==> src/hdl/sorted_array_table_macros.svh <==
// Assertion macros for the sorted array table.
// No dependencies; the including module must provide clk and arst_n.
`ifndef SORTED_ARRAY_TABLE_MACROS_SVH
`define SORTED_ARRAY_TABLE_MACROS_SVH

`ifndef SYNTHESIS
`define SAT_ASSERT_IMP(lbl, ante, cons) \
	lbl: assert property (@(posedge clk) disable iff (!arst_n) (ante) |-> (cons)) \
		else $error("sorted_array_table assertion failed");
`define SAT_ASSERT_NXT(lbl, ante, cons) \
	lbl: assert property (@(posedge clk) disable iff (!arst_n) (ante) |=> (cons)) \
		else $error("sorted_array_table assertion failed");
`else
`define SAT_ASSERT_IMP(lbl, ante, cons)
`define SAT_ASSERT_NXT(lbl, ante, cons)
`endif

`endif

==> src/hdl/sat_pkg.sv <==
// Shared types and constants for the sorted array table.
// No dependencies.
package sat_pkg;

	localparam int CAPACITY = 32;
	localparam int ADDR_W   = $clog2(CAPACITY);
	localparam int CNT_W    = ADDR_W + 1;
	localparam int POS_W    = 5;
	localparam int DATA_W   = 32;

	typedef enum logic [1:0] {
		OP_ADD    = 2'd0,
		OP_REMOVE = 2'd1,
		OP_SEARCH = 2'd2
	} op_e_t;

	typedef enum logic [1:0] {
		ST_OK      = 2'd0,
		ST_FULL    = 2'd1,
		ST_MISSING = 2'd2
	} status_t;

	typedef struct packed {
		logic [1:0]        op;
		logic [DATA_W-1:0] value;
	} req_t;

	typedef struct packed {
		status_t          status;
		logic [POS_W-1:0] position;
		logic [CNT_W-1:0] entry_count;
	} res_t;

	typedef enum logic [2:0] {
		S_IDLE,
		S_ADD_RD,
		S_ADD_STEP,
		S_SRCH_RD,
		S_SRCH_CMP,
		S_DEL_RD,
		S_DEL_STEP
	} state_t;

	typedef enum logic [2:0] {
		RD_ADD_FIRST,
		RD_ADD_NEXT,
		RD_MID,
		RD_DEL_FIRST,
		RD_DEL_NEXT
	} rd_sel_t;

	typedef enum logic [1:0] {
		IDX_HOLD,
		IDX_DEC,
		IDX_INC,
		IDX_MID
	} idx_op_t;

	typedef struct packed {
		logic    load;
		logic    rd_en;
		rd_sel_t rsel;
		logic    mid_load;
		logic    we;
		logic    wsel_v;
		idx_op_t idx_op;
		logic    lo_up;
		logic    hx_dn;
		logic    cnt_inc;
		logic    cnt_dec;
		logic    fin;
		status_t st;
		logic    pos_mid;
	} dp_cmd_t;

	typedef struct packed {
		logic full;
		logic idx_zero;
		logic idx_one;
		logic range_empty;
		logic eq;
		logic lt;
		logic del_last;
		logic del_more;
	} dp_stat_t;

endpackage

==> src/hdl/sat_datapath.sv <==
// Datapath of the sorted array table: entry memory, count, search bounds and result register.
// Depends on sat_pkg.
module sat_datapath import sat_pkg::*; (
	input  logic              clk,
	input  logic              arst_n,
	input  logic [DATA_W-1:0] value,
	input  dp_cmd_t           cmd,
	output dp_stat_t          stat,
	output logic              done,
	output res_t              result
);

	logic [DATA_W-1:0] mem_q [CAPACITY];
	logic [DATA_W-1:0] rdata_q;
	logic [DATA_W-1:0] value_q;
	logic [CNT_W-1:0]  count_q, count_d;
	logic [CNT_W-1:0]  idx_q;
	logic [CNT_W-1:0]  lo_q, hx_q;
	logic [ADDR_W-1:0] mid_q;
	logic [CNT_W:0]    mid_sum;
	logic [ADDR_W-1:0] mid_w;
	logic [CNT_W-1:0]  rd_full;
	logic [ADDR_W-1:0] rd_addr;
	logic [DATA_W-1:0] wdata;
	logic [CNT_W:0]    idx_p1, idx_p2;
	logic              done_q;
	res_t              res_q;

	assign mid_sum = {1'b0, lo_q} + {1'b0, hx_q} - (CNT_W+1)'(1);
	assign mid_w   = mid_sum[CNT_W-1:1];
	assign idx_p1  = {1'b0, idx_q} + (CNT_W+1)'(1);
	assign idx_p2  = {1'b0, idx_q} + (CNT_W+1)'(2);

	always_comb begin
		case (cmd.rsel)
			RD_ADD_FIRST: rd_full = idx_q - CNT_W'(1);
			RD_ADD_NEXT:  rd_full = idx_q - CNT_W'(2);
			RD_MID:       rd_full = {1'b0, mid_w};
			RD_DEL_FIRST: rd_full = idx_p1[CNT_W-1:0];
			RD_DEL_NEXT:  rd_full = idx_p2[CNT_W-1:0];
			default:      rd_full = '0;
		endcase
	end

	assign rd_addr = rd_full[ADDR_W-1:0];
	assign wdata   = cmd.wsel_v ? value_q : rdata_q;

	always_ff @(posedge clk) begin
		if (cmd.we) begin
			mem_q[idx_q[ADDR_W-1:0]] <= wdata;
		end
		if (cmd.rd_en) begin
			rdata_q <= mem_q[rd_addr];
		end
	end

	always_comb begin
		count_d = count_q;
		if (cmd.cnt_inc) begin
			count_d = count_q + CNT_W'(1);
		end else if (cmd.cnt_dec) begin
			count_d = count_q - CNT_W'(1);
		end
	end

	always_ff @(posedge clk or negedge arst_n) begin
		if (!arst_n) begin
			count_q <= '0;
			done_q  <= 1'b0;
		end else begin
			count_q <= count_d;
			done_q  <= cmd.fin;
		end
	end

	always_ff @(posedge clk) begin
		if (cmd.load) begin
			value_q <= value;
			lo_q    <= '0;
			hx_q    <= count_q;
		end else begin
			if (cmd.lo_up) begin
				lo_q <= {1'b0, mid_q} + CNT_W'(1);
			end
			if (cmd.hx_dn) begin
				hx_q <= {1'b0, mid_q};
			end
		end
		if (cmd.mid_load) begin
			mid_q <= mid_w;
		end
		if (cmd.load) begin
			idx_q <= count_q;
		end else begin
			case (cmd.idx_op)
				IDX_HOLD: idx_q <= idx_q;
				IDX_DEC:  idx_q <= idx_q - CNT_W'(1);
				IDX_INC:  idx_q <= idx_p1[CNT_W-1:0];
				IDX_MID:  idx_q <= {1'b0, mid_q};
				default:  idx_q <= idx_q;
			endcase
		end
		if (cmd.fin) begin
			res_q.status      <= cmd.st;
			res_q.position    <= cmd.pos_mid ? POS_W'(mid_q) : '0;
			res_q.entry_count <= count_d;
		end
	end

	assign stat.full        = (count_q == CNT_W'(CAPACITY));
	assign stat.idx_zero    = (idx_q == '0);
	assign stat.idx_one     = (idx_q == CNT_W'(1));
	assign stat.range_empty = (lo_q >= hx_q);
	assign stat.eq          = (rdata_q == value_q);
	assign stat.lt          = ($signed(value_q) < $signed(rdata_q));
	assign stat.del_last    = (idx_p1 >= {1'b0, count_q});
	assign stat.del_more    = (idx_p2 < {1'b0, count_q});

	assign done   = done_q;
	assign result = res_q;

endmodule

==> src/hdl/sat_controller.sv <==
// Controller of the sorted array table: sequences insert shifts, binary search and remove shifts.
// Depends on sat_pkg.
module sat_controller import sat_pkg::*; (
	input  logic       clk,
	input  logic       arst_n,
	input  logic       start,
	input  logic [1:0] op,
	input  dp_stat_t   stat,
	output logic       busy,
	output dp_cmd_t    cmd
);

	state_t state_q, state_d;
	logic   remove_q, remove_d;

	always_ff @(posedge clk or negedge arst_n) begin
		if (!arst_n) begin
			state_q  <= S_IDLE;
			remove_q <= 1'b0;
		end else begin
			state_q  <= state_d;
			remove_q <= remove_d;
		end
	end

	always_comb begin
		state_d  = state_q;
		remove_d = remove_q;
		cmd      = '0;
		cmd.rsel = RD_MID;
		cmd.st   = ST_OK;
		busy     = (state_q != S_IDLE);
		case (state_q)
			S_IDLE: begin
				if (start) begin
					cmd.load = 1'b1;
					remove_d = (op == OP_REMOVE);
					if (op == OP_ADD) begin
						if (stat.full) begin
							cmd.fin = 1'b1;
							cmd.st  = ST_FULL;
						end else begin
							state_d = S_ADD_RD;
						end
					end else begin
						state_d = S_SRCH_RD;
					end
				end
			end
			S_ADD_RD: begin
				if (stat.idx_zero) begin
					cmd.we      = 1'b1;
					cmd.wsel_v  = 1'b1;
					cmd.cnt_inc = 1'b1;
					cmd.fin     = 1'b1;
					state_d     = S_IDLE;
				end else begin
					cmd.rd_en = 1'b1;
					cmd.rsel  = RD_ADD_FIRST;
					state_d   = S_ADD_STEP;
				end
			end
			S_ADD_STEP: begin
				if (stat.lt) begin
					cmd.we     = 1'b1;
					cmd.idx_op = IDX_DEC;
					if (stat.idx_one) begin
						state_d = S_ADD_RD;
					end else begin
						cmd.rd_en = 1'b1;
						cmd.rsel  = RD_ADD_NEXT;
					end
				end else begin
					cmd.we      = 1'b1;
					cmd.wsel_v  = 1'b1;
					cmd.cnt_inc = 1'b1;
					cmd.fin     = 1'b1;
					state_d     = S_IDLE;
				end
			end
			S_SRCH_RD: begin
				if (stat.range_empty) begin
					cmd.fin = 1'b1;
					cmd.st  = ST_MISSING;
					state_d = S_IDLE;
				end else begin
					cmd.rd_en    = 1'b1;
					cmd.rsel     = RD_MID;
					cmd.mid_load = 1'b1;
					state_d      = S_SRCH_CMP;
				end
			end
			S_SRCH_CMP: begin
				if (stat.eq) begin
					if (remove_q) begin
						cmd.idx_op = IDX_MID;
						state_d    = S_DEL_RD;
					end else begin
						cmd.fin     = 1'b1;
						cmd.pos_mid = 1'b1;
						state_d     = S_IDLE;
					end
				end else if (stat.lt) begin
					cmd.hx_dn = 1'b1;
					state_d   = S_SRCH_RD;
				end else begin
					cmd.lo_up = 1'b1;
					state_d   = S_SRCH_RD;
				end
			end
			S_DEL_RD: begin
				if (stat.del_last) begin
					cmd.cnt_dec = 1'b1;
					cmd.fin     = 1'b1;
					state_d     = S_IDLE;
				end else begin
					cmd.rd_en = 1'b1;
					cmd.rsel  = RD_DEL_FIRST;
					state_d   = S_DEL_STEP;
				end
			end
			S_DEL_STEP: begin
				cmd.we     = 1'b1;
				cmd.idx_op = IDX_INC;
				if (stat.del_more) begin
					cmd.rd_en = 1'b1;
					cmd.rsel  = RD_DEL_NEXT;
				end else begin
					cmd.cnt_dec = 1'b1;
					cmd.fin     = 1'b1;
					state_d     = S_IDLE;
				end
			end
			default: begin
				state_d = S_IDLE;
			end
		endcase
	end

endmodule

==> src/hdl/sorted_array_table.sv <==
// Sorted array table: one result per request, strobed on done.
// Add: ST_FULL when full; else each entry greater than the value is moved up, then the value is written.
// Search: binary search reading the middle entry on each probe, up to 6 probes; ST_MISSING on a miss.
// Remove: search, then each entry after the match is moved down one slot and the count decremented.
// One request at a time; busy drops in the strobe cycle, in which the next may be accepted.
// Reset clears the count and control; entry memory is not cleared.
module sorted_array_table import sat_pkg::*; (
	input  logic clk,
	input  logic arst_n,
	input  logic start,
	input  req_t req,
	output logic busy,
	output logic done,
	output res_t result
);

	`include "sorted_array_table_macros.svh"

	dp_cmd_t  cmd;
	dp_stat_t stat;

	sat_controller u_ctrl (
		.clk    (clk),
		.arst_n (arst_n),
		.start  (start),
		.op     (req.op),
		.stat   (stat),
		.busy   (busy),
		.cmd    (cmd)
	);

	sat_datapath u_dp (
		.clk    (clk),
		.arst_n (arst_n),
		.value  (req.value),
		.cmd    (cmd),
		.stat   (stat),
		.done   (done),
		.result (result)
	);

	`SAT_ASSERT_NXT(a_accept_busy, start && !busy && !cmd.fin, busy)
	`SAT_ASSERT_IMP(a_done_idle, done, !busy)
	`SAT_ASSERT_IMP(a_count_limit, done, result.entry_count <= CNT_W'(CAPACITY))
	`SAT_ASSERT_IMP(a_full_count, done && result.status == ST_FULL, result.entry_count == CNT_W'(CAPACITY))
	`SAT_ASSERT_IMP(a_missing_pos, done && result.status == ST_MISSING, result.position == '0)

endmodule

==> config.mk <==
export PLATFORM = sky130hd
export DESIGN_NAME = sorted_array_table
export DESIGN_NICKNAME = d
export VERILOG_FILES = /design/src/hdl/sat_pkg.sv /design/src/hdl/sat_datapath.sv /design/src/hdl/sat_controller.sv /design/src/hdl/sorted_array_table.sv
export VERILOG_INCLUDE_DIRS = /design/src /design/src/hdl
export SDC_FILE = /design/constraint.sdc
export NUM_CORES = 2
export LEC_CHECK = 0
export BUFFER_PORTS_ARGS = -buffer_cell sky130_fd_sc_hd__clkbuf_2
export CAP_MARGIN = 0
export CORE_ASPECT_RATIO = 0.75
export CORE_MARGIN = 2
export CORE_UTILIZATION = 35
export DETAILED_ROUTE_END_ITERATION = 8
export PLACE_DENSITY = 0.6
export SETUP_SLACK_MARGIN = 0.3
export SLEW_MARGIN = 25
export SYNTH_ARGS = -nofsm -noshare
export SYNTH_HDL_FRONTEND = slang
export SYNTH_SLANG_ARGS = --single-unit
==> constraint.sdc <==
create_clock -name clk -period 10.1 [get_ports clk]
set_input_delay 1.01 -clock clk [delete_from_list [all_inputs] [get_ports clk]]
set_output_delay 1.01 -clock clk [all_outputs]
set_load 0.02 [all_outputs]
==> impl_metrics.tcl <==
set metrics [dict create \
    tightest_slew_margin_relative_to_the_limit_pct 28.87 \
    run_status "completed" \
    ys_ff_latch 1135 \
    cts_tree "built" \
    overflow 0 \
    nNetsFinal 3444 \
    setup_viol 0 \
    wl_per_cell_um 25.01 \
    routed.top_layer "met4" \
    path_cells "ha_1, nand4_1, nor4_1, a21boi_0, o31a_1, nor4_2, a21oi_4, buf_4, and2_4, buf_4, nand2_1, a31oi_1, o2111ai_1, a22oi_1" \
    wl_met1_um 60220 \
    cts_buffers 105 \
    critical_path_peak_fanout 68 \
    timing.reg2reg.setup_slack_ns 3.58 \
    cell_family_with_the_largest_share_of_critical_path_delay "simple AND/OR/NAND/NOR gates" \
    drtIter0Drc 3979 \
    vias 28381 \
    average_footprint_of_a_synthesized_cell_um2 14.04 \
    final.setup_skew_ns 0.07941 \
    rsz0062_at_grt "no" \
    maxCapViolCount 0 \
    drt-total-wl_um 129600 \
    synth_enable_flop_cells 1118 \
    setup_tns_ns 0 \
    vias_per_cell 5.480 \
    worst_ep_required_time_ns 10.66 \
    rows 115 \
    buffering_stage_count_on_the_worst_path_with_inverters_included 2 \
    cts_max_level 3 \
    syn-instance-count 3292 \
    muxShareOfSynthArea_pct 3.716 \
    min_delay_path_class "input port to async pin" \
    grt_first_pass_wirelength_um 186200 \
    worst_skew_pair.late_latency_ns 0.74 \
    synth_compound_area_share_pct 5.919 \
    synthesized_netlist_net_count 3399 \
    die_y_um 318.8 \
    place.detailed.hpwl_um 69040 \
    port_buffers 51 \
    most-common-layout-cells "sky130_fd_sc_hd__edfxtp_1 (1,118), sky130_fd_sc_hd__nand2_1 (766), sky130_fd_sc_hd__nand3_1 (258), sky130_fd_sc_hd__mux2i_1 (166), sky130_fd_sc_hd__clkbuf_16 (106)" \
    max_freq_mhz 153.4 \
    initial_utilization_pct 35.27 \
    hold_viol_final 0 \
    ys_seq_area_share_pct 73.47 \
    synthAdderAreaFrac_pct 1.911 \
    clockBufferDepth 3 \
    first_global_vias 26168 \
    finalCriticalPeriod_ns 6.520 \
    main_combinational_cell_family_by_area_after_synthesis "simple AND/OR/NAND/NOR gates" \
    cts_hold_buffers 0 \
    worst_setup_hold_path_clk_slew_ns 0.06 \
    timing.critical_path.slowest_cell_delay_ns 0.92 \
    yosysWarnings 0 \
    drive_gt1_share_pct 10.34 \
    cts_setup_buffers 0 \
    detail_route.drc_violations 0 \
    synth-simple-area-share_pct 11.95 \
    cts.root.buffer_cell "sky130_fd_sc_hd__clkbuf_16" \
    chipWidth_um 423.7 \
    synthToLayoutAreaGrowth_pct 13.02 \
    ys_async_sr_fraction_pct 0.9692 \
    met2_length_um 54420 \
    post-route-period-util_pct 64.56 \
    first_pass_iters 5 \
    die_outline_area_mm2 0.1350 \
    core_area_mm2 0.1311 \
    slew_violations 0 \
    cts_resized 0 \
    postSynth.topFlopCell "sky130_fd_sc_hd__edfxtp_1" \
    endpoint_kind "flop" \
    gp_congestion 0.8585 \
    synth_area_mm2 0.04623 \
    share_of_the_synthesized_netlist_area_taken_by_xor_and_xnor_gates_pct 0.4547 \
    synth_cell_type_count 73 \
    crit_type "flop to flop" \
    grt_start_max_net_pins 128 \
    crit_arrival_ns 7.08 \
    critical-path-top-cell-by-count "sky130_fd_sc_hd__buf_4" \
    startpoint_types "flop" \
    mostFrequentLayoutCell "sky130_fd_sc_hd__edfxtp_1" \
    antenna_violating_nets_post_route 0 \
    grt_util_all_layers_pct 18.75 \
    antenna_found_initial 1 \
    cp_slowest_cell "sky130_fd_sc_hd__nor4_1" \
    tightest_slew_ns 1.057 \
    n_antenna_cell 0 \
    met3_length_um 12100 \
    cts.sink_count 1135 \
    io-pin-count 52 \
]
## cell usage after synthesis (all sizes together), types with 39 or more instances
master / instances / share of area [%]
buf: 119 / 1.4
inv: 66 / 0.54
edfxtp: 1118 / 73
a211oi: 43 / 0.70
clkbuf: 74 / 0.60
a32oi: 67 / 1.3
nand3: 258 / 2.8
nand2: 769 / 6.2
and3: 39 / 0.53
mux2i: 166 / 3.6
nand4: 73 / 0.99
ha: 69 / 1.9
o2111ai: 61 / 1.2
nor2: 72 / 0.63
o21ai: 58 / 0.64
## cell type report
type / instances / area, µm²
inverters: 67 / 251.5
clock inverters: 64 / 594.3
multi-input cells: 1897 / 11580
flip-flops and latches: 1135 / 33970
well taps: 1755 / 2196
repair buffers: 131 / 905.9
fillers: 11978 / 78830
clock buffers: 130 / 2753
## layer usage
layer  track usage, %  vias to the layer above
met3            3.157                      185
met5                0                        -
li1                 -                    12500
met2            26.29                     1328
met1            29.88                    14368
met4            4.437                        0
## flip-flops by register name, summed over array words and instances, names as in the netlist
name,flops
u_dp.result,13
u_dp.mem_q,1024
u_ctrl.state_q,3
u_ctrl.remove_q,1
u_dp.value_q,32
u_dp.rdata_q,32
u_dp.count_q,6
u_dp.hx_q,6
u_dp.idx_q,6
u_dp.mid_q,5
u_dp.done,1
u_dp.lo_q,6
## path summary, 6_finish.rpt
kind                       cells past startpoint                       start                          to
hold / removal                                 1                      arst_n         u_dp.done$_DFF_PN0_
min in group clk                               1                     req[11]  u_dp.value_q[11]$_DFFE_PP_
max in group asynchronous                      1                      arst_n   u_dp.count_q[0]$_DFF_PN0_
setup / recovery                              14  u_dp.value_q[15]$_DFFE_PP_  u_dp.rdata_q[18]$_DFFE_PP_
setup reg to reg                              14  u_dp.value_q[15]$_DFFE_PP_  u_dp.rdata_q[18]$_DFFE_PP_
hold reg to reg                                2   u_dp.lo_q[3]$_SDFFE_PP0P_   u_dp.lo_q[3]$_SDFFE_PP0P_
## stage by stage
stage | instances | area [µm²] | setup WS, ns | utilization [%] | hold WS [ns]
4_1_cts | 5179 | 52170 | 3.813 | 39.80 | 0.1617
2_1_floorplan | 3292 | 46230 | 5.111 | - | 0.4547
6_report | 5179 | 52250 | 3.580 | 39.86 | 0.2070
3_5_place_dp | 4985 | 48820 | 3.855 | 37.24 | 0.4845
3_3_place_gp | 4985 | 48790 | 3.821 | 37.22 | 0.4756
5_1_grt | 5179 | 52250 | 3.506 | 39.86 | 0.1828
## cell families (layout without fill, tap and decap cells)
family	count (synthesis)	after routing
DFF	1135	1135
xor gates and xnor gates	24	24
AOI/OAI and AO/OA	372	372
buffers and inverters	260	392
adders and majority gates	70	70
and+or+nand+nor	1262	1262
muxes	169	169
Power is left out: the tool's default activity adds up to more than one toggle a clock period on the data nets, which glitch-free logic cannot reach.
